--- src/hw/rtl/wqbd_pkg.sv ---
// shared types, codes and burst size selection for the write queue burst drain
`timescale 1ns / 1ps
`default_nettype none

package wqbd_pkg;

	typedef enum logic [1:0] {
		CMD_SETUP = 2'd0,
		CMD_PUSH  = 2'd1,
		CMD_DRAIN = 2'd2
	} wqbd_cmd_code_t;

	typedef enum logic [1:0] {
		ST_IDLE  = 2'd0,
		ST_SCAN  = 2'd1,
		ST_FETCH = 2'd2,
		ST_PUT   = 2'd3
	} wqbd_state_t;

	// controller to datapath
	typedef struct packed {
		logic setup;
		logic push;
		logic scan;
		logic fetch;
		logic put;
	} wqbd_ctrl_t;

	// datapath to controller
	typedef struct packed {
		logic found;
		logic lane_last;
		logic word_full;
		logic out_free;
		logic word_last;
	} wqbd_status_t;

	localparam logic [5:0] BURST_MAX  = 6'd32;
	localparam logic [2:0] LANES_WORD = 3'd4;
	localparam logic [2:0] CODE_WORD  = 3'd2;

	// largest power-of-two burst the address is aligned to and the count covers
	function automatic logic [2:0] pick_size_code(input logic [4:0] addr_lo,
			input logic [5:0] cnt);
		logic [2:0] code;
		if (addr_lo[4:0] == 5'd0 && cnt >= 6'd32) begin
			code = 3'd5;
		end else if (addr_lo[3:0] == 4'd0 && cnt >= 6'd16) begin
			code = 3'd4;
		end else if (addr_lo[2:0] == 3'd0 && cnt >= 6'd8) begin
			code = 3'd3;
		end else if (addr_lo[1:0] == 2'd0 && cnt >= 6'd4) begin
			code = 3'd2;
		end else if (addr_lo[0] == 1'b0 && cnt >= 6'd2) begin
			code = 3'd1;
		end else begin
			code = 3'd0;
		end
		return code;
	endfunction

endpackage

`default_nettype wire

--- src/hw/rtl/wqbd_ctrl.sv ---
// controller state machine: command decode, scan, byte fetch and result hand-off
`timescale 1ns / 1ps
`default_nettype none

module wqbd_ctrl (
	input  wire                   clk,
	input  wire                   arst_n,
	input  wire                   in_valid,
	input  wire  [1:0]            command,
	output logic                  in_stall,
	output wqbd_pkg::wqbd_ctrl_t   ctrl,
	input  wqbd_pkg::wqbd_status_t status
);
	import wqbd_pkg::*;

	wqbd_state_t state_q;
	wqbd_state_t state_d;

	always_ff @(posedge clk or negedge arst_n) begin
		if (!arst_n) begin
			state_q <= ST_IDLE;
		end else begin
			state_q <= state_d;
		end
	end

	always_comb begin
		state_d  = state_q;
		ctrl     = '0;
		in_stall = 1'b1;
		unique case (state_q)
			ST_IDLE: begin
				in_stall = 1'b0;
				if (in_valid) begin
					unique case (wqbd_cmd_code_t'(command))
						CMD_SETUP: ctrl.setup = 1'b1;
						CMD_PUSH:  ctrl.push = 1'b1;
						CMD_DRAIN: state_d = ST_SCAN;
						default:   state_d = ST_IDLE;
					endcase
				end
			end
			ST_SCAN: begin
				ctrl.scan = 1'b1;
				state_d   = status.found ? ST_FETCH : ST_PUT;
			end
			ST_FETCH: begin
				ctrl.fetch = 1'b1;
				if (status.lane_last) begin
					state_d = ST_PUT;
				end
			end
			ST_PUT: begin
				ctrl.put = 1'b1;
				if (status.word_full && status.out_free) begin
					state_d = status.word_last ? ST_IDLE : ST_FETCH;
				end
			end
			default: state_d = ST_IDLE;
		endcase
	end

endmodule

`default_nettype wire

--- src/hw/rtl/wqbd_dp.sv ---
// datapath: queue registers, byte ring memory, burst assembly and output register
`timescale 1ns / 1ps
`default_nettype none

module wqbd_dp #(
	parameter int NUM_QUEUES  = 4,
	parameter int QUEUE_BYTES = 64
) (
	input  wire                    clk,
	input  wire                    arst_n,
	input  wqbd_pkg::wqbd_ctrl_t    ctrl,
	output wqbd_pkg::wqbd_status_t  status,
	input  wire                    cfg_wr_en,
	input  wire                    array_configured,
	input  wire  [1:0]             queue_index,
	input  wire  [31:0]            start_address,
	input  wire                    queue_enable,
	input  wire                    is_write,
	input  wire  [3:0]             attributes,
	input  wire  [7:0]             data_byte,
	output logic                   out_valid,
	input  wire                    out_stall,
	output logic                   request_valid,
	output logic [1:0]             served_queue,
	output logic [31:0]            request_address,
	output logic [2:0]             size_code,
	output logic [3:0]             request_attributes,
	output logic [31:0]            data_word,
	output logic                   last
);
	import wqbd_pkg::*;

	localparam int QW        = (NUM_QUEUES > 1) ? $clog2(NUM_QUEUES) : 1;
	localparam int OW        = $clog2(QUEUE_BYTES);
	localparam int CW        = $clog2(QUEUE_BYTES + 1);
	localparam int MEM_DEPTH = NUM_QUEUES * QUEUE_BYTES;
	localparam int MAW       = $clog2(MEM_DEPTH);

	// queue state
	logic [31:0]   qaddr_q [NUM_QUEUES];
	logic [CW-1:0] qcount_q [NUM_QUEUES];
	logic [OW-1:0] rdoff_q [NUM_QUEUES];
	logic [OW-1:0] wroff_q [NUM_QUEUES];
	logic          qon_q [NUM_QUEUES];
	logic          qwr_q [NUM_QUEUES];
	logic [3:0]    qattr_q [NUM_QUEUES];
	logic          cfg_q;

	logic [7:0]    mem_q [MEM_DEPTH];
	logic [7:0]    rd_data_s1;
	logic          rd_vld_s1;
	logic [1:0]    rd_lane_s1;
	logic          rd_fin_s1;

	// burst in progress
	logic [QW-1:0] bq_q;
	logic          bvalid_q;
	logic [31:0]   baddr_q;
	logic [2:0]    bcode_q;
	logic [3:0]    battr_q;
	logic [OW-1:0] boff_q;
	logic [5:0]    byte_cnt_q;
	logic [31:0]   word_q;
	logic          word_full_q;
	logic          word_last_q;

	logic          out_valid_q;
	logic          o_req_valid_q;
	logic [1:0]    o_queue_q;
	logic [31:0]   o_addr_q;
	logic [2:0]    o_code_q;
	logic [3:0]    o_attr_q;
	logic [31:0]   o_data_q;
	logic          o_last_q;

	logic [NUM_QUEUES-1:0] elig;
	logic                  found;
	logic [QW-1:0]         sel;
	logic [5:0]            cnt_sat;
	logic [2:0]            new_code;
	logic [5:0]            new_nbytes;
	logic [OW:0]           rd_adv_sum;
	logic [OW-1:0]         rd_adv;
	logic [5:0]            b_nbytes;
	logic [2:0]            lanes;
	logic                  lane_last;
	logic [OW:0]           ring_sum;
	logic [OW-1:0]         ring_idx;
	logic [MAW-1:0]        rd_addr;
	logic                  qi_hit;
	logic [OW-1:0]         wr_off_sel;
	logic [CW-1:0]         wr_cnt_sel;
	logic                  push_ok;
	logic [MAW-1:0]        wr_addr;
	logic                  out_free;
	logic                  load_out;

	// priority scan and burst sizing
	always_comb begin
		elig = '0;
		sel  = '0;
		for (int k = 0; k < NUM_QUEUES; k++) begin
			elig[k] = cfg_q && qon_q[k] && qwr_q[k] && (qcount_q[k] != '0);
		end
		for (int k = NUM_QUEUES - 1; k >= 0; k--) begin
			if (elig[k]) begin
				sel = QW'(k);
			end
		end
		found      = |elig;
		cnt_sat    = (qcount_q[sel] >= CW'(BURST_MAX)) ? BURST_MAX : qcount_q[sel][5:0];
		new_code   = pick_size_code(qaddr_q[sel][4:0], cnt_sat);
		new_nbytes = 6'd1 << new_code;
		rd_adv_sum = {1'b0, rdoff_q[sel]} + (OW+1)'(new_nbytes);
		rd_adv     = (rd_adv_sum >= (OW+1)'(QUEUE_BYTES)) ?
			OW'(rd_adv_sum - (OW+1)'(QUEUE_BYTES)) : OW'(rd_adv_sum);
	end

	// byte fetch addressing
	always_comb begin
		b_nbytes  = 6'd1 << bcode_q;
		lanes     = (bcode_q >= CODE_WORD) ? LANES_WORD : b_nbytes[2:0];
		lane_last = ({1'b0, byte_cnt_q[1:0]} + 3'd1) == lanes;
		ring_sum  = {1'b0, boff_q} + (OW+1)'(byte_cnt_q);
		ring_idx  = (ring_sum >= (OW+1)'(QUEUE_BYTES)) ?
			OW'(ring_sum - (OW+1)'(QUEUE_BYTES)) : OW'(ring_sum);
		rd_addr   = MAW'(bq_q) * MAW'(QUEUE_BYTES) + MAW'(ring_idx);
	end

	// push addressing
	always_comb begin
		qi_hit     = 1'b0;
		wr_off_sel = '0;
		wr_cnt_sel = '0;
		for (int k = 0; k < NUM_QUEUES; k++) begin
			if (32'(queue_index) == k) begin
				qi_hit     = 1'b1;
				wr_off_sel = wroff_q[k];
				wr_cnt_sel = qcount_q[k];
			end
		end
		push_ok = ctrl.push && qi_hit && (wr_cnt_sel < CW'(QUEUE_BYTES));
		wr_addr = MAW'(queue_index) * MAW'(QUEUE_BYTES) + MAW'(wr_off_sel);
	end

	assign out_free = !out_valid_q || !out_stall;
	assign load_out = ctrl.put && word_full_q && out_free;

	always_ff @(posedge clk or negedge arst_n) begin
		if (!arst_n) begin
			cfg_q <= 1'b0;
			for (int k = 0; k < NUM_QUEUES; k++) begin
				qaddr_q[k]  <= '0;
				qcount_q[k] <= '0;
				rdoff_q[k]  <= '0;
				wroff_q[k]  <= '0;
				qon_q[k]    <= 1'b0;
				qwr_q[k]    <= 1'b0;
				qattr_q[k]  <= '0;
			end
		end else begin
			if (cfg_wr_en) begin
				cfg_q <= array_configured;
			end
			for (int k = 0; k < NUM_QUEUES; k++) begin
				if (32'(queue_index) == k) begin
					if (ctrl.setup) begin
						qaddr_q[k]  <= start_address;
						qon_q[k]    <= queue_enable;
						qwr_q[k]    <= is_write;
						qattr_q[k]  <= attributes;
						qcount_q[k] <= '0;
						rdoff_q[k]  <= '0;
						wroff_q[k]  <= '0;
					end else if (push_ok) begin
						wroff_q[k]  <= (wroff_q[k] == OW'(QUEUE_BYTES - 1)) ?
							'0 : wroff_q[k] + OW'(1);
						qcount_q[k] <= qcount_q[k] + CW'(1);
					end
				end
			end
			if (ctrl.scan && found) begin
				qaddr_q[sel]  <= qaddr_q[sel] + 32'(new_nbytes);
				qcount_q[sel] <= qcount_q[sel] - CW'(new_nbytes);
				rdoff_q[sel]  <= rd_adv;
			end
		end
	end

	// byte ring memory
	always_ff @(posedge clk) begin
		if (push_ok) begin
			mem_q[wr_addr] <= data_byte;
		end
		if (ctrl.fetch) begin
			rd_data_s1 <= mem_q[rd_addr];
		end
	end

	always_ff @(posedge clk or negedge arst_n) begin
		if (!arst_n) begin
			rd_vld_s1   <= 1'b0;
			byte_cnt_q  <= '0;
			word_full_q <= 1'b0;
			word_last_q <= 1'b0;
			out_valid_q <= 1'b0;
		end else begin
			rd_vld_s1 <= ctrl.fetch;
			if (ctrl.scan) begin
				byte_cnt_q  <= '0;
				word_full_q <= !found;
				word_last_q <= !found;
			end else begin
				if (ctrl.fetch) begin
					byte_cnt_q <= byte_cnt_q + 6'd1;
					if (lane_last) begin
						word_last_q <= (byte_cnt_q + 6'd1) == b_nbytes;
					end
				end
				if (rd_vld_s1 && rd_fin_s1) begin
					word_full_q <= 1'b1;
				end else if (load_out) begin
					word_full_q <= 1'b0;
				end
			end
			if (load_out) begin
				out_valid_q <= 1'b1;
			end else if (!out_stall) begin
				out_valid_q <= 1'b0;
			end
		end
	end

	always_ff @(posedge clk) begin
		rd_lane_s1 <= byte_cnt_q[1:0];
		rd_fin_s1  <= lane_last;
		if (ctrl.scan) begin
			bvalid_q <= found;
			bq_q     <= found ? sel : '0;
			baddr_q  <= found ? qaddr_q[sel] : '0;
			bcode_q  <= found ? new_code : '0;
			battr_q  <= found ? qattr_q[sel] : '0;
			boff_q   <= rdoff_q[sel];
			word_q   <= '0;
		end else if (load_out) begin
			word_q <= '0;
		end else if (rd_vld_s1) begin
			word_q[{rd_lane_s1, 3'b000} +: 8] <= rd_data_s1;
		end
		if (load_out) begin
			o_req_valid_q <= bvalid_q;
			o_queue_q     <= 2'(bq_q);
			o_addr_q      <= baddr_q;
			o_code_q      <= bcode_q;
			o_attr_q      <= battr_q;
			o_data_q      <= word_q;
			// a drain without a request gives an all-zero result
			o_last_q      <= word_last_q && bvalid_q;
		end
	end

	assign status.found     = found;
	assign status.lane_last = lane_last;
	assign status.word_full = word_full_q;
	assign status.out_free  = out_free;
	assign status.word_last = word_last_q;

	assign out_valid          = out_valid_q;
	assign request_valid      = o_req_valid_q;
	assign served_queue       = o_queue_q;
	assign request_address    = o_addr_q;
	assign size_code          = o_code_q;
	assign request_attributes = o_attr_q;
	assign data_word          = o_data_q;
	assign last               = o_last_q;

endmodule

`default_nettype wire

--- src/hw/rtl/write_queue_burst_drain.sv ---
// top level of the write queue burst drain: controller and datapath
// set-up and push do not stall: the next transaction is taken in the following cycle
// drain: accept, scan, then per result word a fetch state reads its bytes (one byte
// per cycle through the single read port of the byte ring memory) and a put state
// waits for the word and a free output register; a drain with no request skips fetch;
// reset clears queue state, configuration and control; ring memory holds no reset
`timescale 1ns / 1ps
`default_nettype none

module write_queue_burst_drain #(
	parameter int NUM_QUEUES  = 4,
	parameter int QUEUE_BYTES = 64
) (
	input  wire         clk,
	input  wire         arst_n,
	input  wire         cfg_wr_en,
	input  wire         array_configured,
	input  wire         in_valid,
	output logic        in_stall,
	input  wire  [1:0]  command,
	input  wire  [1:0]  queue_index,
	input  wire  [31:0] start_address,
	input  wire         queue_enable,
	input  wire         is_write,
	input  wire  [3:0]  attributes,
	input  wire  [7:0]  data_byte,
	output logic        out_valid,
	input  wire         out_stall,
	output logic        request_valid,
	output logic [1:0]  served_queue,
	output logic [31:0] request_address,
	output logic [2:0]  size_code,
	output logic [3:0]  request_attributes,
	output logic [31:0] data_word,
	output logic        last
);
	import wqbd_pkg::*;

	wqbd_ctrl_t   ctrl;
	wqbd_status_t status;

	wqbd_ctrl u_ctrl (
		.clk      (clk),
		.arst_n   (arst_n),
		.in_valid (in_valid),
		.command  (command),
		.in_stall (in_stall),
		.ctrl     (ctrl),
		.status   (status)
	);

	wqbd_dp #(
		.NUM_QUEUES  (NUM_QUEUES),
		.QUEUE_BYTES (QUEUE_BYTES)
	) u_dp (
		.clk                (clk),
		.arst_n             (arst_n),
		.ctrl               (ctrl),
		.status             (status),
		.cfg_wr_en          (cfg_wr_en),
		.array_configured   (array_configured),
		.queue_index        (queue_index),
		.start_address      (start_address),
		.queue_enable       (queue_enable),
		.is_write           (is_write),
		.attributes         (attributes),
		.data_byte          (data_byte),
		.out_valid          (out_valid),
		.out_stall          (out_stall),
		.request_valid      (request_valid),
		.served_queue       (served_queue),
		.request_address    (request_address),
		.size_code          (size_code),
		.request_attributes (request_attributes),
		.data_word          (data_word),
		.last               (last)
	);

endmodule

`default_nettype wire

--- config.mk ---
export PLATFORM = sky130hd
export DESIGN_NAME = write_queue_burst_drain
export DESIGN_NICKNAME = d
export VERILOG_FILES = /design/src/hw/rtl/wqbd_pkg.sv /design/src/hw/rtl/wqbd_ctrl.sv /design/src/hw/rtl/wqbd_dp.sv /design/src/hw/rtl/write_queue_burst_drain.sv
export SDC_FILE = /design/constraint.sdc
export NUM_CORES = 2
export LEC_CHECK = 0
export BUFFER_PORTS_ARGS = -buffer_cell sky130_fd_sc_hd__buf_2
export CORE_AREA = 2 2 448 450
export CTS_BUF_LIST = sky130_fd_sc_hd__clkbuf_4
export CTS_CLUSTER_DIAMETER = 120
export CTS_CLUSTER_SIZE = 28
export DETAILED_ROUTE_END_ITERATION = 10
export DIE_AREA = 0 0 450 452
export MAX_ROUTING_LAYER = met4
export PLACE_DENSITY = 0.65
export SYNTH_ARGS = -nofsm -noshare
export SYNTH_HDL_FRONTEND = slang
export SYNTH_SLANG_ARGS = --single-unit
--- constraint.sdc ---
create_clock -name clk -period 12.3 [get_ports clk]
set_input_delay 1.23 -clock clk [delete_from_list [all_inputs] [get_ports clk]]
set_output_delay 1.23 -clock clk [all_outputs]
set_load 0.02 [all_outputs]
## After elaboration in Yosys (flattened, before gate mapping)

Memories as Yosys holds them, arrays and structs flattened. A register that Yosys moved wholly into a read port is not among the register bits.
Cells that the tools add are included.
W data, S select, Z words.

- Memories kept: 1
- RAM bits: 2048
- Output and inout bits: 77
- Register bits after elaboration: 399
- Bits in latches: 0
- Memory bits (read-only): 0

- $lt $le $gt $ge: 12
- Reductions and logical operators: 58
- Equal/unequal tests: 19
- Div/mod/pow operators: 0
- Multiply operators: 0
- Shift operators: 4
- Multiplexer cells: 117
- Add/subtract/negate cells: 19
- Bitwise logic cells: 2

Memory list:

| name | words | bits a word | read ports | clocked after Yosys merged registers in | write ports | line | text |
|---|---|---|---|---|---|---|---|
| u_dp.mem_q | 256 | 8 | 1 | 1 | 1 | wqbd_dp.sv:49 | `logic [7:0] mem_q [MEM_DEPTH];` |

Operator list:

| cell | count |
|---|---|
| $mux W32 | 11 |
| $mux W6 | 32 |
| $mux W7 | 19 |
| $bwmux W128 | 1 |
| $mux W128 | 1 |
| $bmux W32 S2 | 1 |
| $demux W32 S2 | 1 |
| $add A32 B6 Y32 | 1 |
| $bwmux W32 | 1 |
| $shift A8 B7 Y32 const A | 1 |
| $shiftx A8 B7 Y32 | 1 |
| $add A6 B1 Y6 const B | 5 |
| $add A7 B1 Y7 const B | 4 |
| $bwmux W28 | 1 |
| $mux W28 | 1 |
| $reduce_bool A7 Y1 | 4 |
| $logic_and A1 B1 Y1 | 26 |
| $bwmux W24 | 1 |
| $eq A6 B6 Y1 const B | 4 |
| $mux W24 | 1 |
| $mux W1 | 22 |
| $mux W2 | 10 |
| $reduce_and A2 Y1 | 9 |
| $add A8 B6 Y8 | 2 |
| other kinds (45) | 71 |

## Depth between registers and ports, before layout

- Depth in word-level cells: 26
- Gate-level depth with buffers: 26
- Mapped depth without buffers: 22

## Cells and area by module

Synthesis repeated with hierarchy kept, for this count alone.

- Cell total of the unflattened synthesis: 5284
- Area, all modules: 99411.6 um2

Modules (own cells, without submodules):

| module | times used | area an instance (um2) | cells each | sequential area each (um2) |
|---|---|---|---|---|
| wqbd_dp | 1 | 99264.0 | 5270 | 72114.2 |
| wqbd_ctrl | 1 | 147.6 | 14 | 50.0 |

## Worst setup path after synthesis

Ideal clock, no wire load.

- Path type: register to register
- From: register u_dp.qcount_q[7] (netlist name)
- To: register u_dp.qaddr_q[126] (netlist name)
- Cell stages (with the launch flop): 26
- Buffers on the path: 3
- Setup slack: 6791 ps
- Arrival: 5390 ps
- Cells stage by stage: dfrtp_1 -> inv_1 -> ha_1 -> or4b_1 -> buf_2 -> o21a_1 -> buf_6 -> clkbuf_1 -> o311ai_0 -> o2bb2ai_1 -> nor4bb_1 -> nand2_1 -> o21a_1 -> inv_1 -> ha_1 -> inv_1 -> fa_1 -> inv_1 -> a21oi_1 -> o21ai_0 -> a21o_1 -> a21o_1 -> nand3_1 -> or3_1 -> or3_4 -> a31o_1

- Longest elaborated chain between the ends: 22
- Elaborated cells between the ends (all ways): 45
- Classes of those cells: add/sub (1); order compare (8); shift (1); mux (19); bitwise (2); reduce/logical (14)

RTL lines:

| element | line | text |
|---|---|---|
| start: declaration | wqbd_dp.sv:41 | `logic [CW-1:0] qcount_q [NUM_QUEUES];` |
| start signal: indexed assignment | wqbd_dp.sv:178 | `qcount_q[k] <= qcount_q[k] + CW'(1);` |
| start signal: indexed assignment | wqbd_dp.sv:184 | `qcount_q[sel] <= qcount_q[sel] - CW'(new_nbytes);` |
| $reduce_bool A7 Y1 | wqbd_dp.sv:103 | `elig[k] = cfg_q && qon_q[k] && qwr_q[k] && (qcount_q[k] != '0);` |
| $logic_and A1 B1 Y1 | wqbd_dp.sv:103 |  |
| $mux W2 (3 in series) | wqbd_dp.sv:106 | `if (elig[k]) begin` |
| $not A2 Y3 (not written as such) | wqbd_dp.sv:111, wqbd_dp.sv:112, wqbd_dp.sv:183 |  |
| $bmux W7 S2 | wqbd_dp.sv:111 | `cnt_sat = (qcount_q[sel] >= CW'(BURST_MAX)) ? BURST_MAX : qcount_q[sel][5:0];` |
| $mux W7 (not written as such) (2 in series) | wqbd_dp.sv:111 |  |
| $ge A7 B6 Y1 | wqbd_dp.sv:111 |  |
| $mux W6 | wqbd_dp.sv:111 |  |
| (+3 left out) | -- |  |
| $mux W3 | wqbd_pkg.sv:52 | `end else if (addr_lo[1:0] == 2'd0 && cnt >= 6'd4) begin` |
| $mux W3 | wqbd_pkg.sv:50 | `end else if (addr_lo[2:0] == 3'd0 && cnt >= 6'd8) begin` |
| $mux W3 | wqbd_pkg.sv:48 | `end else if (addr_lo[3:0] == 4'd0 && cnt >= 6'd16) begin` |
| $mux W3 | wqbd_pkg.sv:46 | `if (addr_lo[4:0] == 5'd0 && cnt >= 6'd32) begin` |
| $shl A1 B3 Y6 | wqbd_dp.sv:113 | `new_nbytes = 6'd1 << new_code;` |
| $add A32 B6 Y32 | wqbd_dp.sv:183 | `qaddr_q[sel] <= qaddr_q[sel] + 32'(new_nbytes);` |
| $bwmux W128 | wqbd_dp.sv:183 |  |
| $mux W128 (*) | wqbd_dp.sv:182 | `if (ctrl.scan && found) begin` |
| end signal: indexed assignment | wqbd_dp.sv:168 | `qaddr_q[k] <= start_address;` |
| end signal: indexed assignment | wqbd_dp.sv:183 |  |
| end: declaration | wqbd_dp.sv:40 | `logic [31:0] qaddr_q [NUM_QUEUES];` |

Every way passes the cells marked *; elsewhere a longest branch is shown, timed or not. The select of a mux whose other input is x is not followed.
A chain may end at the register's enable or synchronous reset.

## Worst setup path after layout

- From: register u_dp.qcount_q[7] (netlist name)
- To: register u_dp.qaddr_q[62] (netlist name)

The elaborated chain is that of the path after synthesis.

==> results.yml <==
critical_path:
  setup.worst_path.start: "u_dp.qcount_q[7]$_DFF_PN0_"
  cp-start-kind: "flop"
  critical_path_class: "reg2reg"
  path_common_cell: "inv_1"
  worst-endpoint-arrival_ps: 8070
  worst-endpoint-required_ps: 13530
  crit_path_end_kind: "flop"
  slowest_delay_ps: 640
  r2r_setup_slack_ps: 5460
  cp_max_fo: 15
  r2r_start: "u_dp.qcount_q[7]$_DFF_PN0_"
  reg2reg_to: "u_dp.qaddr_q[62]$_DFF_PN0_"
  crit_family: "simple AND/OR/NAND/NOR gates"
  crit_chain: "inv_1, ha_1, or4b_1, o21a_1, o311ai_0, o2bb2ai_1, nor4bb_1, nand2_1, o21a_1, inv_1, ha_1, inv_1, fa_1, inv_1, a21oi_1, o21ai_0, a21o_1, a21o_1, nand3_1, or3_1, or3_4, a31o_1"
  crit_path_end: "u_dp.qaddr_q[62]$_DFF_PN0_"
  crit_slowest_cell: "or4b_1"
  reg2reg_depth: 22
  crit_buf_inv: 4
  path_depth: 22
synth:
  netlist.area_leader.share_pct: 66.1
  synth_edf_count: 2179
  synth-main-ff-cell: "edfxtp_1"
  syn_avg_cell_area_um2: 18.9
  seq_area_frac_synth_pct: 72.9
  synthTopCellsByArea: "edfxtp_1 66%, mux4_2 15%, dfrtp_1 6.1%"
  ys_seq_elements: 2455
  yosys_warnings: 0
  synth_common_cells: "2179 x edfxtp_1, 662 x mux4_2, 379 x nor2_1"
  yosysUniqueCellTypes: 71
  synth_most_common_cell: "edfxtp_1"
  async_flop_share_pct: 9.82
  syn_area_mm2: 0.0989
  synth.largest_area_cell: "edfxtp_1"
  syn_inst: 5227
  syn_nets: 5332
route:
  vias: 49800
  first_pass_iters: 6
  drc_errors: 0
  antenna_left: 0
  wl_per_cell_um: 29.8
  via_per_inst: 6.27
  drt-initial-drc-count: 5722
  wl_um: 237000
cts:
  cts_setup_buffers: 0
  cts_buffers: 98
  clk_latency_ps: 1320
  cts-root-buf: "clkbuf_4"
  htree_levels: 3
  cts_resized: 0
  clockBufferDepth: 3
  cts.sinks: 2455
  clk_pin_slew_worst_paths_ps: 310
  tritoncts: "done"
grt:
  grt_pass1_vias: 49800
  grt_pass1_wl_um: 348000
  grt_use_total_pct: 23.9
  gr-total-overflow: 0
  antenna_found_initial: 6
  grt_max_degree: 158
place:
  numPortBuffers: 132
  hpwl_um: 143000
  place_congestion: 0.856
  place_area_mm2: 0.103
timing:
  maxSlewViolCount: 0
  fmax_mhz: 146
  worst_slew_pin_slew_ps: 1250
  slew_headroom_pct: 15.9
  finalSetupViolCount: 0
  fin_worst_skew_ps: 156
  rsz0062_at_grt: "false"
  finalHoldViolations: 0
  min_period_ps: 6840
  fin_setup_tns_ps: 0
  min_period_over_period_pct: 55.6
floorplan:
  die_h_um: 452
  start_util_pct: 49.8
  io_pins: 133
  die_width_um: 450
  core_mm2: 0.199
  die_area_mm2: 0.203
  rows: 164
finish:
  fillers: 15700
  area_growth_pct: 4.94
  drive_above_1_share_pct: 21.8
  nNetsFinal: 5348
  design_area_mm2: 0.104
run:
  maxCapViolCount: 0
min_path:
  hp-class: "in2reg"
run_status:
  status: "finished clean"
power:
  p_per_area_mw_per_mm2: 238
  p_leak_nw: 33.1
  totalPowerFinal_mw: 24.7
  vdd_drop_max_mv: 0.340
==> cells in the final DEF, fill, tap and decap left out, types with 12 or more instances in the layout <==
master    instances
nor2_1          377
edfxtp_1       2179
dfxtp_1          35
xnor2_1          38
xor2_1           25
a222oi_1         15
a211oi_1         17
mux4_2          662
and2_1           28
nand4_1          13
a21o_1           28
nor3_1           16
a31oi_1          14
dfrtp_1         241
and3_1           50
nor4_1           13
inv_1            41
a22oi_1          34
a21oi_1         125
buf_4            96
nand2b_1         12
mux2i_1          99
ha_1             43
nand3_1          84
nand2_1         279
o22ai_1          25
o21ai_0         161
diode_2          12
clkbuf_4        126
nor2b_1          15
or2_2            12
buf_2           123
mux2_2           75
==> logic make-up after synthesis <==
logic type | after synthesis | synth area share [%]
xor+xnor | 67 | 0.593
fa+ha+maj | 49 | 0.650
mux | 836 | 16.9
simple gates | 951 | 4.26
buf+inv | 359 | 1.39
flops | 2455 | 72.9
compound gates | 510 | 3.25
==> flip-flops by register name (all words and copies together), names as in the netlist, 3 cells and up <==
signal and flops:
u_dp.mem_q 2048, u_dp.size_code 3, u_dp.qcount_q 28, u_dp.qattr_q 16, u_dp.battr_q 4, u_dp.request_address 32, u_dp.boff_q 6, u_dp.rd_data_s1 8
u_dp.baddr_q 32, u_dp.data_word 32, u_dp.bcode_q 3, u_dp.qon_q 4, u_dp.byte_cnt_q 6, u_dp.wroff_q 24, u_dp.word_q 32, u_dp.rdoff_q 24
u_dp.qaddr_q 128, u_dp.qwr_q 4, u_dp.request_attributes 4
==> tightest hold or removal path: cells and delay by family <==
family        cells  cell delay (ps)
simple gates      2               90
buf+inv           1              120
==> how the worst min path moves through the flow <==
stage / startpoint / end / slack (ps) / depth (start not counted)
2_1_floorplan: u_dp.baddr_q[0]$_SDFFCE_PP0P_ / u_dp.request_address[0]$_DFFE_PP_ / 400 / 0
3_3_place_gp: u_dp.baddr_q[22]$_SDFFCE_PP0P_ / u_dp.request_address[22]$_DFFE_PP_ / 400 / 0
3_5_place_dp: u_dp.baddr_q[27]$_SDFFCE_PP0P_ / u_dp.request_address[27]$_DFFE_PP_ / 410 / 0
4_1_cts: attributes[3] / u_dp.qattr_q[3]$_DFFE_PN0P_ / 7 / 3
5_1_grt: attributes[3] / u_dp.qattr_q[3]$_DFFE_PN0P_ / 30 / 3
6_report: attributes[3] / u_dp.qattr_q[3]$_DFFE_PN0P_ / 170 / 3
==> per-stage QoR <==
| stage | utilization (%) | hold slack (ps) | instances | worst slack, ps |
|---|---|---|---|---|
| floorplan | - | 400 | 5227 | 6790 |
| global placement | 51.7 | 400 | 7798 | 5760 |
| detailed placement | 51.7 | 405 | 7798 | 5630 |
| CTS | 52.3 | 7.03 | 7932 | 5570 |
| global route | 52.3 | 31.9 | 7943 | 4890 |
| finish | 52.3 | 167 | 7944 | 5460 |
==> routing by layer <==
layer	wire, µm	part of all wire (%)	GRT usage, %
met1	98600	42	33.7
met2	117000	49	38.0
met3	15500	6.6	2.74
met4	5840	2.5	5.31
met5	0	0	-
==> report_power, final <==
part           internal (mW)  switching, mW
logic                   5.30           6.56
registers               9.63          0.377
clock network          0.492           2.31
total                   15.4           9.25
==> area by class of cell <==
class / count / area (µm²) / area share [%]
Tap cell: 2656 / 3320 / 3.20
Timing Repair Buffer: 233 / 1550 / 1.49
Sequential cell: 2455 / 72200 / 69.5
Clock buffer: 126 / 946 / 0.911
Clock inverter: 7 / 97.6 / 0.0940
Inverter: 42 / 159 / 0.153
Antenna cell: 12 / 30.0 / 0.0289
Multi-Input combinational cell: 2413 / 25600 / 24.6
==> repair_timing <==
item | 4_1_cts | 5_1_grt
hold buffers | 1 | 0
setup endpoints to repair | 0 | 0
endpoints found under the hold margin | 90 | 0
No activity file was read; power rests on OpenSTA's default activity.
